==> src/sv/tcs_pkg.sv <==
// Shared types, constants and word tables for the token classifier stream.
// No dependencies; imported by every module of the block.
package tcs_pkg;

    localparam int CharW    = 8;
    localparam int LenW     = 8;
    localparam int ClassW   = 3;
    localparam int NumWords = 14;

    localparam int MaxLengthDefault  = 255;
    localparam int QueueDepthDefault = 2;

    // Word groups inside the word table
    localparam int KwFirst  = 0;
    localparam int KwLast   = 5;
    localparam int SysFirst = 6;
    localparam int SysLast  = 8;
    localparam int OpFirst  = 9;
    localparam int OpLast   = 13;

    localparam logic [CharW-1:0] ChSpace = 8'd32;
    localparam logic [CharW-1:0] ChTab   = 8'd9;
    localparam logic [CharW-1:0] ChCr    = 8'd13;
    localparam logic [CharW-1:0] ChZero  = 8'h30;
    localparam logic [CharW-1:0] ChNine  = 8'h39;
    localparam logic [CharW-1:0] ChLowA  = 8'h61;
    localparam logic [CharW-1:0] ChLowZ  = 8'h7a;
    localparam logic [CharW-1:0] ChMinus = 8'h2d;

    typedef enum logic [ClassW-1:0] {
        CLS_KEYWORD    = 3'd0,
        CLS_SYSTEM     = 3'd1,
        CLS_OPERATOR   = 3'd2,
        CLS_LITERAL    = 3'd3,
        CLS_IDENTIFIER = 3'd4,
        CLS_INVALID    = 3'd5
    } tcs_class_t;

    // Word text, right-justified, first character in the highest used byte
    localparam logic [63:0] WordText [NumWords] = '{
        64'("vint"), 64'("cint"), 64'("last"), 64'("rename"), 64'("delete"),
        64'("comment"), 64'("hello"), 64'("clear"), 64'("exit"),
        64'("+"), 64'("-"), 64'("*"), 64'("/"), 64'("=")
    };

    localparam logic [2:0] WordLen [NumWords] = '{
        3'd4, 3'd4, 3'd4, 3'd6, 3'd6, 3'd7, 3'd5, 3'd5, 3'd4,
        3'd1, 3'd1, 3'd1, 3'd1, 3'd1
    };

    // Character at position pos of word idx; zero past the end of the word
    function automatic logic [CharW-1:0] word_char(input int idx, input logic [2:0] pos);
        int sh;
        sh = (int'(WordLen[idx]) - 1 - int'(pos)) * 8;
        if (sh < 0) begin
            return '0;
        end
        return WordText[idx][sh +: CharW];
    endfunction

    // Summary of one finished token
    typedef struct packed {
        logic [NumWords-1:0] match_mask;
        logic [LenW-1:0]     length;
        logic                first_digit;
        logic                first_minus;
        logic                rest_digits;
        logic                all_lower;
        logic                ends_line;
    } tcs_rec_t;

    typedef struct packed {
        logic     valid;
        tcs_rec_t rec;
    } tcs_push_t;

endpackage

==> src/sv/tcs_front.sv <==
// Front end: takes one character per cycle unless q_full, tracks the
// open token and pushes a summary of each closed token. Depends on tcs_pkg.
module tcs_front
    import tcs_pkg::*;
#(
    parameter int MAX_LENGTH = MaxLengthDefault
) (
    input  logic             aclk,
    input  logic             aresetn,
    input  logic             s_tvalid,
    output logic             s_tready,
    input  logic [CharW-1:0] s_tdata,
    input  logic             s_tlast,
    input  logic             q_full,
    output tcs_push_t        push
);

    localparam int              LenCapInt = (MAX_LENGTH < 255) ? MAX_LENGTH : 255;
    localparam logic [LenW-1:0] LenCap    = LenW'(LenCapInt);

    logic                inside_reg, inside_next;
    logic [LenW-1:0]     len_reg, len_next;
    logic [NumWords-1:0] mask_reg, mask_next;
    logic                fdig_reg, fdig_next;
    logic                fmin_reg, fmin_next;
    logic                rest_reg, rest_next;
    logic                lower_reg, lower_next;

    logic                accept;
    logic                is_space, is_digit, is_lower;
    logic [NumWords-1:0] keep;
    tcs_rec_t            rec_cur, rec_abs;

    assign s_tready = !q_full;
    assign accept   = s_tvalid && s_tready;

    assign is_space = (s_tdata == ChSpace) || (s_tdata >= ChTab && s_tdata <= ChCr);
    assign is_digit = (s_tdata >= ChZero) && (s_tdata <= ChNine);
    assign is_lower = (s_tdata >= ChLowA) && (s_tdata <= ChLowZ);

    always_comb begin
        for (int i = 0; i < NumWords; i++) begin
            keep[i] = (len_reg < {5'b0, WordLen[i]}) && (word_char(i, len_reg[2:0]) == s_tdata);
        end
    end

    always_comb begin
        rec_cur.match_mask  = mask_reg;
        rec_cur.length      = len_reg;
        rec_cur.first_digit = fdig_reg;
        rec_cur.first_minus = fmin_reg;
        rec_cur.rest_digits = rest_reg;
        rec_cur.all_lower   = lower_reg;
        rec_cur.ends_line   = s_tlast;

        rec_abs.match_mask  = mask_reg & keep;
        rec_abs.length      = (len_reg < LenCap) ? len_reg + 1'b1 : len_reg;
        rec_abs.first_digit = (len_reg == '0) ? is_digit : fdig_reg;
        rec_abs.first_minus = (len_reg == '0) ? (s_tdata == ChMinus) : fmin_reg;
        rec_abs.rest_digits = (len_reg == '0) ? rest_reg : (rest_reg && is_digit);
        rec_abs.all_lower   = lower_reg && is_lower;
        rec_abs.ends_line   = 1'b1;
    end

    always_comb begin
        logic clear_tok;
        clear_tok   = 1'b0;
        push.valid  = 1'b0;
        push.rec    = rec_abs;
        inside_next = inside_reg;
        len_next    = len_reg;
        mask_next   = mask_reg;
        fdig_next   = fdig_reg;
        fmin_next   = fmin_reg;
        rest_next   = rest_reg;
        lower_next  = lower_reg;
        if (accept) begin
            if (is_space) begin
                // close the open token, if any
                push.valid = inside_reg;
                push.rec   = rec_cur;
                clear_tok  = 1'b1;
            end else if (s_tlast) begin
                push.valid = 1'b1;
                clear_tok  = 1'b1;
            end else begin
                inside_next = 1'b1;
                len_next    = rec_abs.length;
                mask_next   = rec_abs.match_mask;
                fdig_next   = rec_abs.first_digit;
                fmin_next   = rec_abs.first_minus;
                rest_next   = rec_abs.rest_digits;
                lower_next  = rec_abs.all_lower;
            end
        end
        if (clear_tok) begin
            inside_next = 1'b0;
            len_next    = '0;
            mask_next   = '1;
            fdig_next   = 1'b0;
            fmin_next   = 1'b0;
            rest_next   = 1'b1;
            lower_next  = 1'b1;
        end
    end

    always_ff @(posedge aclk) begin
        if (!aresetn) begin
            inside_reg <= 1'b0;
            len_reg    <= '0;
            mask_reg   <= '1;
            fdig_reg   <= 1'b0;
            fmin_reg   <= 1'b0;
            rest_reg   <= 1'b1;
            lower_reg  <= 1'b1;
        end else begin
            inside_reg <= inside_next;
            len_reg    <= len_next;
            mask_reg   <= mask_next;
            fdig_reg   <= fdig_next;
            fmin_reg   <= fmin_next;
            rest_reg   <= rest_next;
            lower_reg  <= lower_next;
        end
    end

endmodule

==> src/sv/tcs_queue.sv <==
// Short queue of token summaries between the front and back ends.
// Depends on tcs_pkg.
module tcs_queue
    import tcs_pkg::*;
#(
    parameter int DEPTH = QueueDepthDefault
) (
    input  logic      aclk,
    input  logic      aresetn,
    input  tcs_push_t push,
    output logic      full,
    output logic      rd_valid,
    output tcs_rec_t  rd_rec,
    input  logic      pop
);

    localparam int PtrW = (DEPTH > 1) ? $clog2(DEPTH) : 1;
    localparam int CntW = $clog2(DEPTH + 1);
    localparam logic [PtrW-1:0] LastPtr = PtrW'(DEPTH - 1);
    localparam logic [CntW-1:0] FullCnt = CntW'(DEPTH);

    tcs_rec_t        entry_reg [DEPTH];
    logic [PtrW-1:0] wr_ptr_reg, wr_ptr_next;
    logic [PtrW-1:0] rd_ptr_reg, rd_ptr_next;
    logic [CntW-1:0] count_reg, count_next;
    logic            do_pop;

    assign full     = (count_reg == FullCnt);
    assign rd_valid = (count_reg != '0);
    assign rd_rec   = entry_reg[rd_ptr_reg];
    assign do_pop   = pop && rd_valid;

    always_comb begin
        wr_ptr_next = wr_ptr_reg;
        rd_ptr_next = rd_ptr_reg;
        count_next  = count_reg;
        if (push.valid) begin
            wr_ptr_next = (wr_ptr_reg == LastPtr) ? '0 : wr_ptr_reg + 1'b1;
        end
        if (do_pop) begin
            rd_ptr_next = (rd_ptr_reg == LastPtr) ? '0 : rd_ptr_reg + 1'b1;
        end
        unique case ({push.valid, do_pop})
            2'b10:   count_next = count_reg + 1'b1;
            2'b01:   count_next = count_reg - 1'b1;
            default: count_next = count_reg;
        endcase
    end

    always_ff @(posedge aclk) begin
        if (push.valid) begin
            entry_reg[wr_ptr_reg] <= push.rec;
        end
        if (!aresetn) begin
            wr_ptr_reg <= '0;
            rd_ptr_reg <= '0;
            count_reg  <= '0;
        end else begin
            wr_ptr_reg <= wr_ptr_next;
            rd_ptr_reg <= rd_ptr_next;
            count_reg  <= count_next;
        end
    end

endmodule

==> src/sv/tcs_back.sv <==
// Back end: classifies queued token summaries and holds the result in an
// output register for the result channel. Depends on tcs_pkg.
module tcs_back
    import tcs_pkg::*;
(
    input  logic              aclk,
    input  logic              aresetn,
    input  logic              rd_valid,
    input  tcs_rec_t          rd_rec,
    output logic              pop,
    output logic              m_tvalid,
    input  logic              m_tready,
    output logic [LenW-1:0]   m_tdata,
    output logic [ClassW-1:0] m_tuser,
    output logic              m_tlast
);

    logic              valid_reg, valid_next;
    logic [ClassW-1:0] class_reg;
    logic [LenW-1:0]   len_reg;
    logic              ends_reg;
    logic              kw_hit, sys_hit, op_hit, lit_ok;
    tcs_class_t        cls;

    // a word matches when its bit survived and the length is exactly its length
    always_comb begin
        kw_hit  = 1'b0;
        sys_hit = 1'b0;
        op_hit  = 1'b0;
        for (int i = 0; i < NumWords; i++) begin
            if (rd_rec.match_mask[i] && rd_rec.length == {5'b0, WordLen[i]}) begin
                if (i <= KwLast) begin
                    kw_hit = 1'b1;
                end else if (i >= SysFirst && i <= SysLast) begin
                    sys_hit = 1'b1;
                end else if (i >= OpFirst && i <= OpLast) begin
                    op_hit = 1'b1;
                end
            end
        end
    end

    assign lit_ok = rd_rec.rest_digits && (rd_rec.first_digit ||
                    (rd_rec.first_minus && rd_rec.length >= LenW'(2)));

    always_comb begin
        priority if (kw_hit) begin
            cls = CLS_KEYWORD;
        end else if (sys_hit) begin
            cls = CLS_SYSTEM;
        end else if (op_hit) begin
            cls = CLS_OPERATOR;
        end else if (lit_ok) begin
            cls = CLS_LITERAL;
        end else if (rd_rec.all_lower) begin
            cls = CLS_IDENTIFIER;
        end else begin
            cls = CLS_INVALID;
        end
    end

    assign pop        = rd_valid && (!valid_reg || m_tready);
    assign valid_next = pop ? 1'b1 : (valid_reg && !m_tready);

    always_ff @(posedge aclk) begin
        if (pop) begin
            class_reg <= cls;
            len_reg   <= rd_rec.length;
            ends_reg  <= rd_rec.ends_line;
        end
        if (!aresetn) begin
            valid_reg <= 1'b0;
        end else begin
            valid_reg <= valid_next;
        end
    end

    assign m_tvalid = valid_reg;
    assign m_tdata  = len_reg;
    assign m_tuser  = class_reg;
    assign m_tlast  = ends_reg;

endmodule

==> src/sv/token_classifier_stream.sv <==
// Token classifier stream: top level joining front end, queue and back end.
// Depends on tcs_pkg, tcs_front, tcs_queue and tcs_back.
//
// One character of a text line enters per item on the slave side, with
// s_tlast on the line's last character. Whitespace (tab, line feed,
// vertical tab, form feed, carriage return, space) separates tokens. When
// a token closes, one result item leaves on the master side: its class in
// m_tuser (keyword, system keyword, operator, literal, identifier, invalid),
// its length in m_tdata, saturating at the smaller of MAX_LENGTH and 255,
// and m_tlast high when the line end closed it. A character is taken every
// cycle while the queue is not full: the front end updates the running
// match state with each accepted character, and a result passes through
// the queue and then the output register before it reaches m_tvalid. The
// queue of QUEUE_DEPTH summaries sits between the front and back ends;
// s_tready falls only when it is full, which happens when the result side
// stalls while further tokens keep closing.
module token_classifier_stream
    import tcs_pkg::*;
#(
    parameter int MAX_LENGTH  = MaxLengthDefault,
    parameter int QUEUE_DEPTH = QueueDepthDefault
) (
    input  logic              aclk,
    input  logic              aresetn,
    input  logic              s_tvalid,
    output logic              s_tready,
    input  logic [CharW-1:0]  s_tdata,   // [7:0] char_code
    input  logic              s_tlast,   // line_end
    output logic              m_tvalid,
    input  logic              m_tready,
    output logic [LenW-1:0]   m_tdata,   // [7:0] token_length
    output logic [ClassW-1:0] m_tuser,   // [2:0] token_class
    output logic              m_tlast    // ends_line
);

    tcs_push_t push;
    logic      q_full;
    logic      q_valid;
    tcs_rec_t  q_rec;
    logic      q_pop;

    // Track the open token and hand each closed one to the queue
    tcs_front #(
        .MAX_LENGTH(MAX_LENGTH)
    ) u_front (
        .aclk    (aclk),
        .aresetn (aresetn),
        .s_tvalid(s_tvalid),
        .s_tready(s_tready),
        .s_tdata (s_tdata),
        .s_tlast (s_tlast),
        .q_full  (q_full),
        .push    (push)
    );

    // Decouple character intake from result delivery
    tcs_queue #(
        .DEPTH(QUEUE_DEPTH)
    ) u_queue (
        .aclk    (aclk),
        .aresetn (aresetn),
        .push    (push),
        .full    (q_full),
        .rd_valid(q_valid),
        .rd_rec  (q_rec),
        .pop     (q_pop)
    );

    // Classify and hold the result until the sink takes it
    tcs_back u_back (
        .aclk    (aclk),
        .aresetn (aresetn),
        .rd_valid(q_valid),
        .rd_rec  (q_rec),
        .pop     (q_pop),
        .m_tvalid(m_tvalid),
        .m_tready(m_tready),
        .m_tdata (m_tdata),
        .m_tuser (m_tuser),
        .m_tlast (m_tlast)
    );

endmodule

==> config.mk <==
export PLATFORM = sky130hd
export DESIGN_NAME = token_classifier_stream
export DESIGN_NICKNAME = d
export VERILOG_FILES = /design/src/sv/tcs_pkg.sv /design/src/sv/tcs_front.sv /design/src/sv/tcs_queue.sv /design/src/sv/tcs_back.sv /design/src/sv/token_classifier_stream.sv
export SDC_FILE = /design/constraint.sdc
export NUM_CORES = 1
export LEC_CHECK = 0
export BUFFER_PORTS_ARGS = -buffer_cell sky130_fd_sc_hd__buf_2
export CAP_MARGIN = 20
export CORE_MARGIN = 1
export CORE_UTILIZATION = 50
export DETAILED_ROUTE_END_ITERATION = 10
export PLACE_DENSITY = 0.67
export SYNTH_ARGS = -nofsm -noshare
export SYNTH_HDL_FRONTEND = slang
export SYNTH_HIERARCHICAL = 1
export SYNTH_SLANG_ARGS = --single-unit
==> constraint.sdc <==
create_clock -name aclk -period 9.2 [get_ports aclk]
set_input_delay 0.46 -clock aclk [delete_from_list [all_inputs] [get_ports aclk]]
set_output_delay 0.46 -clock aclk [all_outputs]
set_load 0.05 [all_outputs]
# Word-level counts from Yosys, hierarchy flattened
# Memories as Yosys holds them, arrays and structs flattened. A register that Yosys moved wholly into a read port is not among the register bits.
# Cells that the tools add are included.
[word_totals] regBits=44 mem_bits_rw=54 inputBits=13 elab_cells=199 n_memories=1
[classes] add_sub_neg=10 n_lt_le_gt_ge=18 n_eq_ne=24 n_shift=14 n_mux=60 n_bitwise=4 n_reduce_logical=52
[mem_list] name="u_queue.entry_reg" words=2 width=27 read_ports=1 rd_ports_with_merged_regs=1 write_ports=1 line="tcs_queue.sv:22" source="tcs_rec_t entry_reg [DEPTH];"
[op_table] op="64-bit by 32-bit variable part select with 8-bit output, first input constant" count=14
[op_table] op="32-bit by 1-bit < comparator with 1-bit output, second input constant" count=5
[op_table] op="8-bit 2-to-1 mux" count=20
[op_table] op="8-bit equality test" count=14
[op_table] op="1-bit logical AND" count=39
[op_table] op="1-bit 2-to-1 mux" count=35
[op_table] op="8-bit by 3-bit equality test with 1-bit output, second input constant" count=4
[op_table] op="8-bit by 3-bit < comparator with 1-bit output, second input constant" count=4
[op_table] op="28-bit 2-to-1 mux" count=1
[op_table] op="27-bit 2-to-1 mux" count=1
[op_table] op="8-bit by 6-bit equality test with 1-bit output, second input constant" count=2
[op_table] op="14-bit AND" count=1
[op_table] op="3-bit by 3-bit subtractor with 4-bit output, first input constant" count=3
[op_table] op="8-bit by 1-bit adder with 8-bit output, second input constant" count=1
[op_table] op="8-bit by 1-bit equality test with 1-bit output, second input constant" count=1
[op_table] op="8-bit by 2-bit >= comparator with 1-bit output, second input constant" count=1
[op_table] op="8-bit by 4-bit >= comparator with 1-bit output, second input constant" count=1
[op_table] op="8-bit by 6-bit >= comparator with 1-bit output, second input constant" count=1
[op_table] op="8-bit by 7-bit >= comparator with 1-bit output, second input constant" count=1
[op_table] op="8-bit by 4-bit <= comparator with 1-bit output, second input constant" count=1
[op_table] op="8-bit by 6-bit <= comparator with 1-bit output, second input constant" count=1
[op_table] op="8-bit by 7-bit <= comparator with 1-bit output, second input constant" count=1
[op_table] op="8-bit zero test" count=1
[op_table] op="8-bit by 1-bit < comparator with 1-bit output, second input constant" count=1
[op_table] op="other kinds (17)" count=28

# Depth between registers and ports, before layout
# Gate-level depths: netlist of run 1.
[depth] depth_word=11 mapped_depth=12

# Hierarchy
# Netlist of run 1, hierarchy kept.
[modules_own_cells] mod="tcs_front" instances=1 cells_per_inst=415 area_per_inst_um2=2966.6
[modules_own_cells] mod="tcs_queue" instances=1 cells_per_inst=107 area_per_inst_um2=2167.1
[modules_own_cells] mod="tcs_back" instances=1 cells_per_inst=41 area_per_inst_um2=569.3

# Least setup slack after synthesis of run 1
# Ideal clock, no wire load.
[synth_timing] kind="in2reg" startpoint="input port s_tdata[0]" endpoint="memory u_queue/entry_reg[0][0] in the netlist's numbering, enable pin" arrival_ns=2.968 path_slack_ns=5.819 cell_stages=8 n_path_buf=1 path_cell_list="buf_2 or4b_4 a21oi_4 o21ai_2 mux2i_1 nor2_1 inv_1 nor2_1"
[synth_rtl] element="start, declared" line="token_classifier_stream.sv:27" source="input logic [CharW-1:0] s_tdata,"
[synth_rtl] element="end, declared" line="tcs_queue.sv:22"

==> results of run 1 <==
## worst max-delay path: stages (launching register included)
cell and delay (ns):
dfxtp_1 0.31, buf_4 0.30, inv_1 0.26, ha_1 0.70, nor2_1 0.17, and3_1 0.34, or3_1 0.35, a21oi_1 0.29
nand2_1 0.13, a21boi_1 0.24
## per-stage QoR
| stage | utilization (%) | worst slack, ns |
|---|---|---|
| global placement | 53.4 | 6.05 |
| detailed placement | 53.4 | 5.99 |
| floorplan | - | 5.82 |
| CTS | 56.0 | 5.95 |
| finish | 56.0 | 5.91 |
| global route | 56.0 | 5.72 |
## power by group through the flow
| stage | sequential (µW) | combinational (µW) | clock (µW) |
|---|---|---|---|
| after floorplan | 569 | 138 | 0 |
| after global placement | 529 | 218 | 0 |
| after detailed placement | 531 | 222 | 0 |
| after CTS | 521 | 223 | 364 |
| after global routing | 524 | 246 | 379 |
| final | 520 | 225 | 358 |
## kinds of logic (layout without fill, tap and decap cells)
group           count (synthesis)  after routing  share of synthesized area (%)
xor+xnor                       32             32                           4.91
fa+ha+maj                      10             10                           2.19
buf+inv                        53             60                           4.10
compound gates                128            128                           15.3
flops                          99             99                           46.3
simple gates                  206            206                           20.3
mux                            35             35                           6.78
## final cells by class
type / instances / area [µm²] / area share (%)
clock buffer: 9 / 225 / 3.66
clock inverter: 7 / 57.6 / 0.935
inverter: 11 / 41.3 / 0.671
multi-input combinational: 411 / 2830 / 46.0
sequential: 99 / 2640 / 42.9
tap: 140 / 175 / 2.85
timing repair buffer: 33 / 183 / 2.97
## cell usage after synthesis (6+ instances only)
master / instances
a21boi_1: 11
a21o_1: 6
a21oi_1: 31
and2_1: 7
and3_1: 6
buf_2: 13
clkbuf_1: 23
dfxtp_1: 33
edfxtp_1: 66
ha_1: 10
inv_1: 8
mux2_2: 27
mux2i_1: 6
nand2_1: 37
nand2b_1: 7
nand3_1: 29
nor2_1: 42
nor2b_1: 11
nor3_1: 8
nor4_1: 6
o21a_1: 9
o21ai_0: 9
o21ai_1: 14
or3_1: 6
xnor2_1: 21
xor2_1: 11
## worst paths after layout
path | to | depth (start not counted)
max | u_queue/entry_reg[1][22] | 9
min | u_front/mask_reg[5] | 2
max reg2reg | u_queue/entry_reg[1][22] | 9
min reg2reg | u_front/mask_reg[0] | 1
## per-layer routing
| layer | wire length (µm) | vias up |
|---|---|---|
| met4 | 194 | 0 |
| met1 | 5790 | 2031 |
| met2 | 5930 | 132 |
| met5 | 0 | - |
| li1 | - | 2082 |
| met3 | 571 | 19 |
==> summary.md, run 1 <==
| Metric | Value |
|---|---|
| DRT Pass-1 Iters | 5 |
| Slew Viols, Final | 0 |
| Starting DRT DRC Count | 329 |
| Via Count | 4264 |
| Clock sink count | 99 |
| Core Box Area | roughly 11000 µm² |
| CP Launch Point | u_front/len_reg[1] |
| Area share of the largest cell type after synthesis | between 30% and 40% |
| Clk root buf | clkbuf_16 |
| Maximum clock rate | 304 MHz |
| Synth-to-Final Area Change | 7.90% |
| Die Span Y | between 100 and 150 µm |
| Internal cell power | around 780 µW |
| Largest net degree at the start of global routing | 35 |
| Pwr dens | between 150 and 200 nW/µm² |
| DRC | 0 |
| # Post-CTS Setup Buffers | 0 |
| Gpl congestion | approximately 0.9 |
| Syn nets | 586 |
| Endpoints failing hold | 0 |
| Post-synth design cell area | between 5000 and 6000 µm² |
| Static Leak | 0.00217 µW |
| Cts repair resizes | 0 |
| Worst r2r src | u_front/len_reg[1] |
| Commonest non-fill, non-tap cells in the layout | edfxtp_1 (66), nor2_1 (41), nand2_1 (37) |
| Vias in the first global route | slightly above 4000 |
| Ys Warns | 6 |
| Slew @ Worst Pin | 0.765 ns |
| Hold Startpoint | aresetn |
| Antenna Nets Post-Route | 0 |
| Arr. time, crit path | roughly 3.5 ns |
| H-tree level count | 3 |
| Max FO, Critical Path | 29 |
| Sequential power share | between 40% and 50% |
| Top cells by area, synth | edfxtp_1 (35%), dfxtp_1 (12%), mux2_2 (5.3%) |
| Std-Cell Rows | 38 |
| GRT Total Usage | 22.2% |
| Drt wl/cell | 17.6 µm |
| Max_cap viols | 0 |
| Commonest non-fill, non-tap cell in the layout | edfxtp_1 |
| Die area | around 12000 µm² |
| PortBufs | 26 |
| Worst-Skew Late Latency | 0.34 ns |
| Hold-fix buffers at CTS | 0 |
| WHS | between 0.3 and 0.4 ns |
| Post-DR vias/cell | ~6 |
| Seq cells post-synth | between 90 and 100 |
| Comb power frac | around a fifth |
| Antenna diodes | 0 |
| Synthesized instance count | roughly 560 |
| Main synth FF type | edfxtp_1 |
| Drt total wl | 12500 µm |
| Slew Limit Headroom | 48.8% |
| Met2 Use GR | a little over a third |
| Clock Path Buffers | 2 |
| Clock period minus worst slack | 3.29 ns |
| Net load switching power | 327 µW |
| Flip-flop count of the largest register after layout | 54 |
| Filler Cells Inserted | approximately 930 |
| Worst min path class | input pin to register |
| Peak VDD IR | around 0.1 mV |
| Netlist cell types | a little under 80 |
| Final setup fails | 0 |
| Final cell count without fillers | between 700 and 800 |
| R2R Setup Slk | just under 6 ns |
| CP required | around 9.4 ns |
| Total CTS buffers | 9 |
| Grt ovf | 0 |
| CP Capture Type | register |
| Grt met1 use | between 30% and 40% |
| Share of layout cells above drive strength 1 | 17.5% |
| Sequential area share after synthesis | around 46% |
| Initial antenna violation count | 0 |
| Final instance area | ~6200 µm² |
| DP Area | around 6000 µm² |
| Inst Count DP | between 600 and 700 |
| Total Nets Final | between 500 and 600 |
| CP startpoint kind | register |
| Top Ports | 27 |
| TNS Setup | 0 ns |
| Clock skew | between 0.01 and 0.015 ns |
| RSZ-0062 raised after global routing | false |
| Chip width | 109 µm |
| Busiest grt layer | met2 |
| CTS tree | built |
| FFs w/ async S/R, synth | 0% |
| Status | completed |
| Syn Area/Cell | 10.1 µm² |
| Global-route wire length before repair | 20400 µm |
| Crit share post-route | roughly 36% |
| Post-detail-place hpwl | around 8700 µm |
| Setup Crit Path Kind | register to register |
| Clock Pin Slew Worst Setup and Hold Paths | around 0.08 ns |
| Number of synthesized flops with an enable pin | 66 |
| M3 GR Usage | under 10% |
| Initial Util | between 50% and 60% |
| Clock power frac | between 30% and 40% |
| Switching part of the total | 29.7% |
| Yosys top cell by area | edfxtp_1 |
| Total chip power | ~1100 µW |
Note: power is estimated with default switching activity, not from simulation.
==> inputs of run 2 (changes only) <==
- clock period: 9.2 -> 3.32 ns (I/O delays scaled with it)
==> summary.md, run 2 (synthesis gave the netlist of run 1 again) <==
| Metric | Value |
|---|---|
| Max FO, Critical Path | 27 |
| Drt total wl | 13200 µm |
| Starting DRT DRC Count | around 240 |
| R2R Setup Slk | around 0.55 ns |
| Top Ports | 27 |
| Slew Limit Headroom | about half |
| # Post-CTS Setup Buffers | 0 |
| Post-DR vias/cell | 6.07 |
| Comb power frac | around a fifth |
| Endpoints failing hold | 0 |
| Slew Viols, Final | 0 |
| Post-detail-place hpwl | 9220 µm |
| Chip width | 109 µm |
| Final WS setup | about 0.55 ns |
| Switching part of the total | between 30% and 40% |
| GRT Total Usage | around a quarter |
| Clock Pin Slew Worst Setup and Hold Paths | ~0.080 ns |
| Clock Path Buffers | 2 |
| Worst min path class | input pin to register |
| Drt wl/cell | approximately 18 µm |
| Vias in the first global route | 4154 |
| Clk root buf | clkbuf_16 |
| DRC | 0 |
| Worst r2r src | u_front/len_reg[2] |
| Clock skew | between 0.01 and 0.015 ns |
| Commonest non-fill, non-tap cells in the layout | edfxtp_1 (66), nor2_1 (41), nand2_1 (37) |
| CP Capture Type | register |
| CP required | 3.53 ns |
| Setup Crit Path Kind | register to register |
| FF-to-FF path depth | 8 |
| Total CTS buffers | 9 |
| Die Span Y | about 110 µm |
| Initial antenna violation count | 0 |
| Slew @ Worst Pin | 0.740 ns |
| Hold-fix buffers at CTS | 0 |
| Peak VDD IR | approximately 0.27 mV |
| Largest net degree at the start of global routing | 32 |
| Gpl congestion | 0.901 |
| Share of layout cells above drive strength 1 | between 10% and 20% |
| Clock power frac | ~33% |
| Total Nets Final | around 600 |
| Via Count | between 4000 and 5000 |
| Maximum clock rate | 361 MHz |
| Initial Util | between 50 and 60% |
| Cell depth of the worst hold path | 2 |
| PortBufs | 26 |
| Crit share post-route | between 80% and 90% |
| WHS | roughly 0.10 ns |
| Antenna diodes | 0 |
| Hold Startpoint | aresetn |
| Synth-to-Final Area Change | 8.97% |
| Max_cap viols | 0 |
| Core Box Area | 11000 µm² |
| Static Leak | approximately 0.0022 µW |
| Pre-CTS setup slack | approximately 0.62 ns |
| Clock period minus worst slack | ~2.8 ns |
| Sequential power share | 46.3% |
| RSZ-0062 raised after global routing | false |
| Cts repair resizes | 0 |
| H-tree level count | 3 |
| Arr. time, crit path | between 2 and 3 ns |
| Worst-Skew Late Latency | 0.35 ns |
| Die area | around 12000 µm² |
| Final setup fails | 0 |
| Crit Reg-Reg Endpoint | u_queue/entry_reg[1][20] |
| Commonest non-fill, non-tap cell in the layout | edfxtp_1 |
| Antenna Nets Post-Route | 0 |
| Flip-flop count of the largest register after layout | 54 |
| Std-Cell Rows | 38 |
| Grt ovf | 0 |
| CP startpoint kind | register |
| Global-route wire length before repair | around 21000 µm |
| Hold path endpoint | u_front/mask_reg[5] |
| DRT Pass-1 Iters | 5 |
| Clock sink count | 99 |
| Net load switching power | roughly 950 µW |
| TNS Setup | 0 ns |
| CTS tree | built |
| Pwr dens | between 500 and 600 nW/µm² |
| Internal cell power | roughly 2200 µW |
| Status | completed |
-- run 2: metrics by stage --
| step | util, % | std cells | power (µW) | area [µm²] |
|---|---|---|---|---|
| 2_1_floorplan | - | 563 | 1960 | 5700 |
| 3_3_place_gp | 53.7 | 698 | 2090 | 5900 |
| 3_5_place_dp | 53.7 | 698 | 2100 | 5900 |
| 4_1_cts | 56.5 | 714 | 3140 | 6210 |
| 5_1_grt | 56.6 | 715 | 3260 | 6210 |
| 6_report | 56.6 | 715 | 3120 | 6210 |
-- run 2: critical path, cell delays in order, from the launching register on --
cell       delay [ns]
dfxtp_1          0.52
buf_4            0.37
ha_1             0.28
nand2b_1         0.10
o2bb2ai_1        0.26
mux2i_1          0.22
o211ai_1         0.19
nor4_1           0.50
a21o_1           0.17
-- run 2: worst max-delay path by stage --
stage / cells past startpoint / endpoint / start
finish: 8 / u_queue/entry_reg[1][20] / u_front/len_reg[2]
global route: 8 / u_queue/entry_reg[1][20] / u_front/len_reg[2]
CTS: 8 / u_queue/entry_reg[1][20] / u_front/len_reg[2]
detailed placement: 7 / u_queue/entry_reg[1][3] / s_tdata[3]
global placement: 7 / u_queue/entry_reg[0][3] / s_tdata[3]
floorplan: 8 / u_queue/entry_reg[0][0] / s_tdata[0]
-- run 2: layer usage --
metal	routed length, µm	GRT usage [%]	vias to the layer above
met5	0	0	-
met1	6030	31.4	2117
met3	601	3.95	19
met2	6240	39.6	111
li1	-	-	2093
met4	322	9.46	0
-- run 2: layout make-up --
type	count	area, µm²
multi-input combinational	411	2830
timing repair buffer	38	220
tap	140	175
fill	969	4770
inverter	11	41.3
clock inverter	7	81.3
sequential	99	2640
clock buffer	9	225
-- run 2: power by group through the flow --
stage	combinational (µW)	sequential, µW	clock, µW
final	637	1440	1040
after global routing	690	1450	1110
after CTS	630	1450	1060
after detailed placement	628	1470	0
after global placement	617	1470	0
after floorplan	381	1580	0
